`src/rtl/mandelbrot_escape_time_unit_assert.svh`:
```
// assertion macros used by the escape time unit controller
`ifndef MANDELBROT_ESCAPE_TIME_UNIT_ASSERT_SVH
`define MANDELBROT_ESCAPE_TIME_UNIT_ASSERT_SVH

`ifndef SYNTHESIS

// same-cycle implication, checked out of reset
`define MET_ASSERT_NOW(name, ante, cons, msg) \
   name: assert property (@(posedge clock) disable iff (reset) (ante) |-> (cons)) \
      else $error(msg);

// next-cycle implication, checked out of reset
`define MET_ASSERT_NEXT(name, ante, cons, msg) \
   name: assert property (@(posedge clock) disable iff (reset) (ante) |=> (cons)) \
      else $error(msg);

`else

`define MET_ASSERT_NOW(name, ante, cons, msg)
`define MET_ASSERT_NEXT(name, ante, cons, msg)

`endif

`endif

```
`src/rtl/met_pkg.sv`:
```
// types, constants and helper functions of the escape time unit
package met_pkg;

   // sizes of fields and registers
   localparam int COORD_BITS  = 12;
   localparam int DIM_W       = 13;
   localparam int STEP_W      = 31;
   localparam int COUNT_W     = 8;
   localparam int ADDR_W      = 24;
   localparam int Q_W         = 32;
   localparam int Q_FRAC      = 28;
   localparam int WIDE_W      = 2 * Q_W;
   localparam int SAT_W       = 48;
   localparam int DELTA_W     = DIM_W + 1;
   localparam int PROD_W      = DELTA_W + Q_W;
   localparam int ADDR_FULL_W = COORD_BITS + DIM_W;

   localparam int REQ_DATA_W  = 24;
   localparam int RSP_DATA_W  = 32;
   localparam int CSR_INDEX_W = 2;
   localparam int CSR_DATA_W  = STEP_W;

   localparam logic [COUNT_W-1:0] MAX_ITERATIONS = 8'd255;

   // register indexes
   localparam logic [CSR_INDEX_W-1:0] CSR_IMAGE_WIDTH  = 2'd0;
   localparam logic [CSR_INDEX_W-1:0] CSR_IMAGE_HEIGHT = 2'd1;
   localparam logic [CSR_INDEX_W-1:0] CSR_PIXEL_STEP   = 2'd2;

   localparam logic [DIM_W-1:0]  WIDTH_RESET  = 13'd512;
   localparam logic [DIM_W-1:0]  HEIGHT_RESET = 13'd512;
   localparam logic [STEP_W-1:0] STEP_RESET   = 31'd2097152;

   // |z|^2 limit of 4 in Q8.56
   localparam logic [WIDE_W-1:0] ESCAPE_LIMIT = 64'h0400_0000_0000_0000;

   localparam logic signed [SAT_W-1:0] Q4_MAX = {{(SAT_W-Q_W+1){1'b0}}, {(Q_W-1){1'b1}}};
   localparam logic signed [SAT_W-1:0] Q4_MIN = {{(SAT_W-Q_W+1){1'b1}}, {(Q_W-1){1'b0}}};

   typedef enum logic [5:0] {
      S_IDLE = 6'b000001,
      S_LOAD = 6'b000010,
      S_INIT = 6'b000100,
      S_MUL  = 6'b001000,
      S_UPD  = 6'b010000,
      S_DONE = 6'b100000
   } state_type;

   typedef struct packed {
      logic capture;   // take the pixel coordinates
      logic point;     // form the c products and the address
      logic init;      // saturate c, clear z and the count
      logic square;    // form the three products of z
      logic step;      // z = z*z + c, count up
      logic result;    // load the output register
   } cmd_type;

   typedef struct packed {
      logic at_max;    // count has reached the iteration limit
      logic escaped;   // |z|^2 of the current z is at or above 4
   } status_type;

   // clamp to the Q4.28 range
   function automatic logic signed [Q_W-1:0] sat_q4(input logic signed [SAT_W-1:0] v);
      logic signed [Q_W-1:0] r;
      if (v > Q4_MAX) begin
         r = {1'b0, {(Q_W-1){1'b1}}};
      end else if (v < Q4_MIN) begin
         r = {1'b1, {(Q_W-1){1'b0}}};
      end else begin
         r = v[Q_W-1:0];
      end
      return r;
   endfunction

endpackage

```
`src/rtl/met_ctrl.sv`:
```
// controller: sequences setup, iteration and result hand-off
`include "mandelbrot_escape_time_unit_assert.svh"

module met_ctrl (
   input  logic                clock,
   input  logic                reset,
   input  logic                req_tvalid,
   output logic                req_tready,
   output logic                rsp_tvalid,
   input  logic                rsp_tready,
   input  met_pkg::status_type status,
   output met_pkg::cmd_type    cmd
);

   met_pkg::state_type state_ff, state_in;
   logic               rsp_valid_ff, rsp_valid_in;
   logic               out_free;

   assign req_tready = (state_ff == met_pkg::S_IDLE);
   assign rsp_tvalid = rsp_valid_ff;
   assign out_free   = !rsp_valid_ff || rsp_tready;

   always_comb begin
      state_in = state_ff;
      cmd      = '0;
      case (state_ff)
         met_pkg::S_IDLE: begin
            if (req_tvalid) begin
               cmd.capture = 1'b1;
               state_in    = met_pkg::S_LOAD;
            end
         end
         met_pkg::S_LOAD: begin
            cmd.point = 1'b1;
            state_in  = met_pkg::S_INIT;
         end
         met_pkg::S_INIT: begin
            cmd.init = 1'b1;
            state_in = met_pkg::S_MUL;
         end
         met_pkg::S_MUL: begin
            if (status.at_max) begin
               state_in = met_pkg::S_DONE;
            end else begin
               cmd.square = 1'b1;
               state_in   = met_pkg::S_UPD;
            end
         end
         met_pkg::S_UPD: begin
            if (status.escaped) begin
               state_in = met_pkg::S_DONE;
            end else begin
               cmd.step = 1'b1;
               state_in = met_pkg::S_MUL;
            end
         end
         met_pkg::S_DONE: begin
            // wait for the output register to drain
            if (out_free) begin
               cmd.result = 1'b1;
               state_in   = met_pkg::S_IDLE;
            end
         end
         default: begin
            state_in = met_pkg::S_IDLE;
         end
      endcase
   end

   always_comb begin
      if (cmd.result) begin
         rsp_valid_in = 1'b1;
      end else if (rsp_tready) begin
         rsp_valid_in = 1'b0;
      end else begin
         rsp_valid_in = rsp_valid_ff;
      end
   end

   always_ff @(posedge clock) begin
      if (reset) begin
         state_ff     <= met_pkg::S_IDLE;
         rsp_valid_ff <= 1'b0;
      end else begin
         state_ff     <= state_in;
         rsp_valid_ff <= rsp_valid_in;
      end
   end

   `MET_ASSERT_NEXT(a_accept_starts_setup, req_tvalid && req_tready, state_ff == met_pkg::S_LOAD, "accepted item did not start setup")
   `MET_ASSERT_NOW(a_result_into_free_reg, cmd.result, !rsp_valid_ff || rsp_tready, "result overwrote a pending item")
   `MET_ASSERT_NOW(a_update_follows_square, state_ff == met_pkg::S_UPD, $past(state_ff) == met_pkg::S_MUL, "update without fresh products")
   `MET_ASSERT_NEXT(a_limit_ends_iteration, (state_ff == met_pkg::S_MUL) && status.at_max, state_ff == met_pkg::S_DONE, "iteration ran past the limit")

endmodule

```
`config.mk`:
```
export PLATFORM = sky130hd
export DESIGN_NAME = met_ctrl
export DESIGN_NICKNAME = d
export VERILOG_FILES = /design/src/rtl/met_pkg.sv /design/src/rtl/met_ctrl.sv
export VERILOG_INCLUDE_DIRS = /design/src /design/src/rtl
export SDC_FILE = /design/constraint.sdc
export NUM_CORES = 1
export LEC_CHECK = 0
export ABC_CLOCK_PERIOD_IN_PS = 1400
export BUFFER_PORTS_ARGS = -buffer_cell sky130_fd_sc_hd__buf_2
export CORE_AREA = 2 2 39 41
export CTS_CLUSTER_SIZE = 30
export DETAILED_ROUTE_END_ITERATION = 12
export DIE_AREA = 0 0 41 43
export GPL_TIMING_DRIVEN = 0
export PLACE_DENSITY_LB_ADDON = 0.2
export SYNTH_ARGS = -nofsm -noshare
export SYNTH_HDL_FRONTEND = slang
export SYNTH_SLANG_ARGS = --single-unit
```
`constraint.sdc`:
```
create_clock -name clock -period 1.4 [get_ports clock]
set_input_delay 0.14 -clock clock [delete_from_list [all_inputs] [get_ports clock]]
set_output_delay 0.14 -clock clock [all_outputs]
set_load 0.02 [all_outputs]
```
==> summary by stage, run 1 <==
Floorplan
The effective utilization at floorplan is 29.9%. Measured along the x axis, the die boundary spans 41 um. The core region is 0.00138 sq mm. For this design the top-level I/O count stands at 14. The die covers 0.00176 sq mm. The die is 43 um tall. The standard-cell row count is 14.

Timing
Between clock sinks in the finished design, the worst skew comes to 0.00326 ns. The final worst-path cycle share is 122%. The final max-slew violation count is 0. The relative slew slack is 83.6%. Setup violations remaining at the end of the flow were counted as 6. The worst-margin pin slew is 0.245 ns. Once routing completed, OpenROAD measured the worst setup slack at -0.310 ns.

The setup TNS is -1.03 ns. Setup repair after global routing could not meet its margin everywhere. The time the final worst path needs with I/O delays and setup is 1.71 ns. Based on the critical path, the design can be clocked at up to 585 MHz. The count of final hold-check violations is 0.

Final layout
Registers take 151 sq um. The synthesis-to-finish area growth is 60.1%. The number of antenna diodes in the final layout is 0. After filler insertion, the fill cell instance count of the layout stands at 135. The finished layout holds 83 standard cells, fillers aside. The layout net count is 74. The share of final-layout standard cells stronger than drive strength 1 is 61.2%.

The multi-input combinational cells in the finished layout cover a total of 289 sq um.

Clock tree
The tree is rooted in a sky130_fd_sc_hd__clkbuf_4. The number of buffers on the longest clock path is 2. The sink count of the clock tree is 7. The clock latency of the later-clocked register in the worst-skew pair is 0.24 ns.

The clock transition time at the flip-flop clock pins of the worst setup and hold paths is 0.05 ns. In this run the number of H-tree levels came out at 1. The TritonCTS clock tree is yes. The number of buffers added by the clock tree synthesis step is 3.

Setup path
The kind of end point of the critical path is an output port. STA classifies the critical path startpoint as a flop. The critical path required time is 1.26 ns. On the worst path, the slowest cell contributes a delay of 0.58 ns. The biggest fanout along the worst timing path is 3. The signal on the critical path passes through or4_4 -> nor4b_4 -> buf_4.

The worst reg-to-reg setup slack is 0.01 ns. The cell with the biggest individual delay on the critical path is sky130_fd_sc_hd__or4_4. The beginning of the worst register-to-register path is state_ff[5]$_SDFFE_PP0P_. The critical path is of the reg2out type. The worst path arrival time is 1.57 ns.

The launch point of the worst path is state_ff[5]$_SDFFE_PP0P_.

Power
IR analysis of the VDD net gives a maximum drop of 583 uV. Power spread over the standard cell area amounts to 897 mW/mm^2. The standby leakage power is 0.000270 uW.

Yosys
The sequential fraction of the synthesis area is 33.8%. The count of unique library cells instantiated by Yosys is 24. For this run, asynchronously set or reset flops after synthesis account for 0%. The synthesized netlist cell count is 42. During synthesis, Yosys emitted a total of 0 warnings.

The number of synthesized register bits is 7. The mean post-synth cell area is 9.86 sq um. In the post-synthesis netlist, the biggest area contributors are sky130_fd_sc_hd__dfxtp_1 (34%), sky130_fd_sc_hd__nor4b_4 (11%), sky130_fd_sc_hd__and4b_2 (5.4%), sky130_fd_sc_hd__nor2_1 (5.4%), sky130_fd_sc_hd__a21oi_1 (3.6%). The number of enable flip-flop cells after synthesis is 0. The fraction of synthesized cell area taken by the top area cell type is 33.8%. By count the netlist is led by sky130_fd_sc_hd__dfxtp_1 (7), sky130_fd_sc_hd__nor2_1 (6), sky130_fd_sc_hd__a21oi_1 (3). Among all flip-flop cells after synthesis, the most frequent one is sky130_fd_sc_hd__dfxtp_1.

Among all cell types in the netlist, the one instantiated most often is sky130_fd_sc_hd__dfxtp_1. When the netlist entered floorplanning its net count stood at 48. The biggest area contributor in the post-synthesis netlist is sky130_fd_sc_hd__dfxtp_1. The synthesized netlist occupies a cell area of 414 sq um.

Route
The final layout contains routed wiring with a total length of 1030 um. The first detailed-routing pass took 2 iterations. The per-cell routed wire length is 12.3 um. The post-detailed-route via-to-cell ratio is 4.89.

The first-iteration detailed-routing DRC count is 5. Summing over every cut layer, the via total after detailed routing is 406. The post-detailed-route DRC marker count is 0. The number of nets still failing antenna checks after routing is 0.

Placement
The HPWL after detailed placement is 678 um. The routability congestion estimate is 0.709. During placement, the flow inserted port buffers numbering 13. The cell total after placement is 71.

Global routing
Entering global routing, the biggest net connects 10 pins. The aggregate global-route resource usage is 13.3%. The number of global-route vias before repair was 382. After global routing the overflow that remains totals 0.

The global-route wire length before repair is 1610 um. The number of antenna violations at the first check in global routing is 0.

Worst hold path
The min-delay analysis places its worst path in the category in2reg. The startpoint identified for the worst hold timing path is reset.

Outcome
The final reports fail on setup timing. The flow ran to the end, but the final reports show violations.

Run
The tool flagged a number of max-cap violations equal to 0.
[cell usage in the layout (no fill, tap or decap), types with 2 or more instances in the layout]
| master | synthesis | layout |
|---|---|---|
| sky130_fd_sc_hd__a21oi_1 | 3 | 3 |
| sky130_fd_sc_hd__dfxtp_4 | 0 | 2 |
| sky130_fd_sc_hd__and4b_2 | 2 | 2 |
| sky130_fd_sc_hd__buf_2 | 0 | 6 |
| sky130_fd_sc_hd__dfxtp_1 | 7 | 2 |
| sky130_fd_sc_hd__clkbuf_4 | 0 | 3 |
| sky130_fd_sc_hd__o21ai_0 | 2 | 2 |
| sky130_fd_sc_hd__nor2_4 | 0 | 2 |
| sky130_fd_sc_hd__dfxtp_2 | 0 | 3 |
| sky130_fd_sc_hd__nor2_1 | 6 | 3 |
| sky130_fd_sc_hd__buf_6 | 0 | 6 |
| sky130_fd_sc_hd__buf_4 | 1 | 10 |
| sky130_fd_sc_hd__nor2b_1 | 2 | 2 |
| sky130_fd_sc_hd__nand3b_1 | 2 | 2 |
| sky130_fd_sc_hd__nor4b_4 | 2 | 2 |
[registers in the layout, indices dropped and copies added (netlist names)]
signal,cells
rsp_tvalid,1
state_ff,6
[layout make-up]
class,count,share of cell area [%]
multi-input cells,33,43.6
flip-flops and latches,7,22.8
inverters,1,0.566
repair buffers,22,26.0
clock buffers,4,3.96
well taps,16,3.02
[critical path: cells and delay by family, from the launching register on]
| kind | cells | cell delay, ns |
|---|---|---|
| flops | 1 | 0.32 |
| simple gates | 2 | 0.82 |
| buf+inv | 1 | 0.18 |
[layer usage]
metal,global-route usage [%],vias to the layer above,wire (um)
li1,-,208,-
met1,16.7,193,453
met2,21.6,5,545
met3,4.71,0,26
met4,2.00,0,0
met5,0,-,0
[logic make-up after synthesis]
group | count (synthesis) | share of synthesized area, %
XOR/XNOR | 1 | 2.12
buffers and inverters | 2 | 2.72
AND/OR/NAND/NOR | 23 | 48.0
flip-flops | 7 | 33.8
AO/OA/AOI/OAI | 9 | 13.3
[worst paths after layout]
kind	to	cells past startpoint
min	state_ff[4]$_SDFFE_PP0P_	2
min reg2reg	rsp_tvalid$_SDFFE_PP0P_	2
max reg2reg	state_ff[4]$_SDFFE_PP0P_	3
max	cmd[1]	3
[per-stage QoR]
stage	instance area (sq um)	hold WS (ns)	total power [uW]	worst slack (ns)	util, %
5_1_grt	663	0.146	629	-0.371	47.9
4_1_cts	588	0.141	581	-0.323	42.5
6_report	663	0.146	595	-0.310	47.9
3_3_place_gp	500	0.405	371	-0.0831	36.2
3_5_place_dp	500	0.408	370	-0.0839	36.2
2_1_floorplan	415	0.209	327	-0.138	-
[repair_timing]
item	CTS	global route
setup endpoints to repair	11	11
hold buffers	0	0
resized for setup	15	11
pin swaps	3	4
setup buffers	3	6
[report_power, final]
part           switching, uW  internal (uW)
clock network           66.1            108
logic                   93.0           98.6
registers               17.7            211
Note: power is estimated with default switching activity, not from simulation.
==> run 2: changes to the inputs <==
--- a/config.mk
+++ b/config.mk
@@ -8,10 +8,12 @@
 export LEC_CHECK = 0
 export ABC_CLOCK_PERIOD_IN_PS = 1400
 export BUFFER_PORTS_ARGS = -buffer_cell sky130_fd_sc_hd__buf_2
-export CORE_AREA = 2 2 39 41
+export CELL_PAD_IN_SITES_DETAIL_PLACEMENT = 1
+export CELL_PAD_IN_SITES_GLOBAL_PLACEMENT = 2
+export CORE_MARGIN = 2
+export CORE_UTILIZATION = 27
 export CTS_CLUSTER_SIZE = 30
 export DETAILED_ROUTE_END_ITERATION = 12
-export DIE_AREA = 0 0 41 43
 export GPL_TIMING_DRIVEN = 0
 export PLACE_DENSITY_LB_ADDON = 0.2
 export SYNTH_ARGS = -nofsm -noshare
==> run 2 against run 1 <==
  * Global-route usage up 0.48 points
  * Largest cell class unchanged
  * The flow still finishes with violations (setup timing)
  * Critical endpoint unchanged
  * Design area rose by 12%
  * Sequential power is 3% lower
  * Wire length rose by 19%
  * Sequential share of layout area down 1.3 points
==> summary by stage, run 2 (same netlist as run 1, synthesis figures left out) <==
Route
The final layout contains routed wiring with a total length of 1220 um. The per-cell routed wire length is 14.0 um. The first-iteration detailed-routing DRC count is 3. After detailed routing, the number of vias per cell comes to 4.95. The detail route stage leaves a number of antenna-violating nets equal to 0. The final route contains 431 vias. The pre-antenna-repair detailed-routing pass consisted of 2 iterations. The post-detailed-route DRC marker count is 0.

Setup path
On the critical path, the stage with the largest delay is an instance of sky130_fd_sc_hd__or4_4. In this run the worst setup path begins at state_ff[1]$_SDFFE_PP0P_. The worst reg-to-reg setup slack is -0.12 ns. The critical path class is reg2out. Counting cells, the worst reg-to-reg path comes to 5. The reg-to-reg critical path endpoint is state_ff[3]$_SDFFE_PP0P_. The worst register-to-register path begins at state_ff[1]$_SDFFE_PP0P_. The critical path startpoint category is a flop.

The signal on the critical path passes through or4_4 -> nor4b_4 -> buf_4. Of all nets on the critical path, the largest fanout is 5. The most critical setup path has its endpoint at cmd[1]. The worst path arrival time is 1.64 ns. The kind of end point of the critical path is an output port. The peak per-stage delay on the critical path is 0.56 ns.

At the worst endpoint, the required time is 1.26 ns.

Clock tree
The clock latency of the later-clocked register in the worst-skew pair is 0.25 ns. The number of buffers added by the clock tree synthesis step is 3. The clock transition time at the flip-flop clock pins of the worst setup and hold paths is 0.05 ns. CTS built an H-tree with a depth of 1. The tree is rooted in a sky130_fd_sc_hd__clkbuf_4.

TritonCTS built the clock tree. The clock passes through at most 2 buffers. The hold buffer count at CTS is 0.

Clock tree synthesis found a total of 7 sinks.

Timing
The final max-slew violation count is 0. Setup total negative slack on the finished layout was measured at -0.969 ns. Subtracting the final worst setup slack from the clock period gives 1.78 ns.

The relative slew slack is 85.3%. Timing would allow up to 562 MHz. Setup violations remaining at the end of the flow were counted as 8. The final worst-path cycle share is 127%. Across all setup checks in the final design, the least slack found is -0.379 ns.

Setup repair after global routing could not meet its margin everywhere. The final clock skew is 0.00372 ns. At the pin with the least slew margin, the transition time is 0.220 ns.

The count of final hold-check violations is 0.

Final layout
The synthesis-to-finish area growth is 79.5%. The flip-flop count of the largest register after layout is 6. For this run, the post-layout net count is 78. The share of final-layout standard cells stronger than drive strength 1 is 70.4%. Leaving out fill and tap cells, the most frequent cells in the layout are sky130_fd_sc_hd__buf_4 (11), sky130_fd_sc_hd__buf_6 (9), sky130_fd_sc_hd__buf_2 (6). The count of antenna diodes in the layout is 0. The finished cells cover 743 sq um. The number of inserted filler cells in the final layout is 171. The multi-input combinational cells in the finished layout cover a total of 319 sq um. The utilization of the core after routing is 50.5%. The most common cell after layout, fill and taps aside is sky130_fd_sc_hd__buf_4. The register with the most flip-flops is state_ff. The register area is 160 sq um.

Floorplan
The effective utilization at floorplan is 28.1%. The die span in y is 43.2 um. The die outline area is 0.00186 sq mm. The standard-cell row count is 14. The width of the die is 43.2 um. The number of top-level pins is 14. The core region is 0.00147 sq mm.

Placement
In this run the cell area measured after placement is 500 sq um. At the end of routability-driven placement, the weighted congestion stood at 0.722. Buffers placed on the I/O ports in this run total 13.

The HPWL after detailed placement is 742 um.

Power
The part of the power in the clock network is 26.7%. In this run the power spent charging and discharging nets is 211 uW. The switching share of power is 30.6%. In this run the static leakage power is 0.000299 uW. The internal portion of the total power is 479 uW.

Dividing total power by cell area gives a power density of 929 mW/mm^2. Of the total power, combinational logic draws 41.2%. The peak ir drop on the vdd network is 594 uV. The share of total power dissipated in sequential elements is 32.1%.

Outcome
The checks that failed: setup timing. The flow ran to the end, but the final reports show violations.

Global routing
Global routing consumed, on the met1 layer, 16.3% of the routing resources. The maximum number of pins on one net before global-route repair is 10. The number of antenna violations at the first check in global routing came to 0. The number of global-route vias before repair is 423. The aggregate global-route resource usage is 13.8%. Summed over all layers, the global routing overflow is 0. The fraction of met3 tracks used by global routing is 3.83%. The busiest layer in global routing is met2. The first global-routing pass estimated 1800 um of wire. For this run, global-route usage on met2 was measured as 21.5%.

Run
Across the run, the number of max-cap violations was 0.

Worst hold path
The type of the worst min-delay path is in2reg.
[run 2: routing by layer]
| metal | wire, um | vias to the layer above | part of all wire (%) |
|---|---|---|---|
| li1 | - | 215 | - |
| met1 | 515 | 206 | 42 |
| met2 | 652 | 8 | 53 |
| met3 | 39 | 2 | 3.2 |
| met4 | 14 | 0 | 1.1 |
| met5 | 0 | - | 0 |
[run 2: critical path, delay by kind of cell, from the launching register on]
family | cells | cell delay (ns)
flops | 1 | 0.35
simple gates | 2 | 0.85
buf+inv | 1 | 0.19
[run 2: power groups by stage]
| stage | clock network [uW] | registers, uW | logic (uW) |
|---|---|---|---|
| after floorplan | 0 | 230 | 97.4 |
| after global placement | 0 | 234 | 139 |
| after detailed placement | 0 | 233 | 138 |
| after CTS | 188 | 223 | 226 |
| after global routing | 202 | 223 | 305 |
| final | 184 | 222 | 284 |
[run 2: metrics by stage]
step           std cells  hold WS [ns]  worst slack, ns  power (uW)
2_1_floorplan         42         0.209           -0.138         327
3_3_place_gp          71         0.400           -0.110         373
3_5_place_dp          71         0.394           -0.102         371
4_1_cts               82         0.121           -0.363         637
5_1_grt               87         0.149           -0.422         730
6_report              87         0.142           -0.379         690
[run 2: what timing repair did]
item,CTS,global route
pin swaps,9,10
resized for setup,29,12
setup endpoints to repair,12,12
buffers inserted,7,7
[run 2: area by class of cell]
cell class                 instances  share of cell area [%]
multi-input combinational         33                    42.9
clock buffer                       4                    3.54
sequential                         7                    21.5
timing repair buffer              26                    28.8
tap                               16                    2.69
inverter                           1                   0.505
[run 2: how the worst min path moves through the flow]
stage	from	endpoint	slack [ns]	depth (start not counted)
2_1_floorplan	reset	rsp_tvalid$_SDFFE_PP0P_	0.21	1
4_1_cts	reset	state_ff[4]$_SDFFE_PP0P_	0.12	2
3_3_place_gp	reset	state_ff[4]$_SDFFE_PP0P_	0.40	2
6_report	reset	state_ff[4]$_SDFFE_PP0P_	0.14	2
5_1_grt	reset	state_ff[4]$_SDFFE_PP0P_	0.15	2
3_5_place_dp	reset	rsp_tvalid$_SDFFE_PP0P_	0.39	2
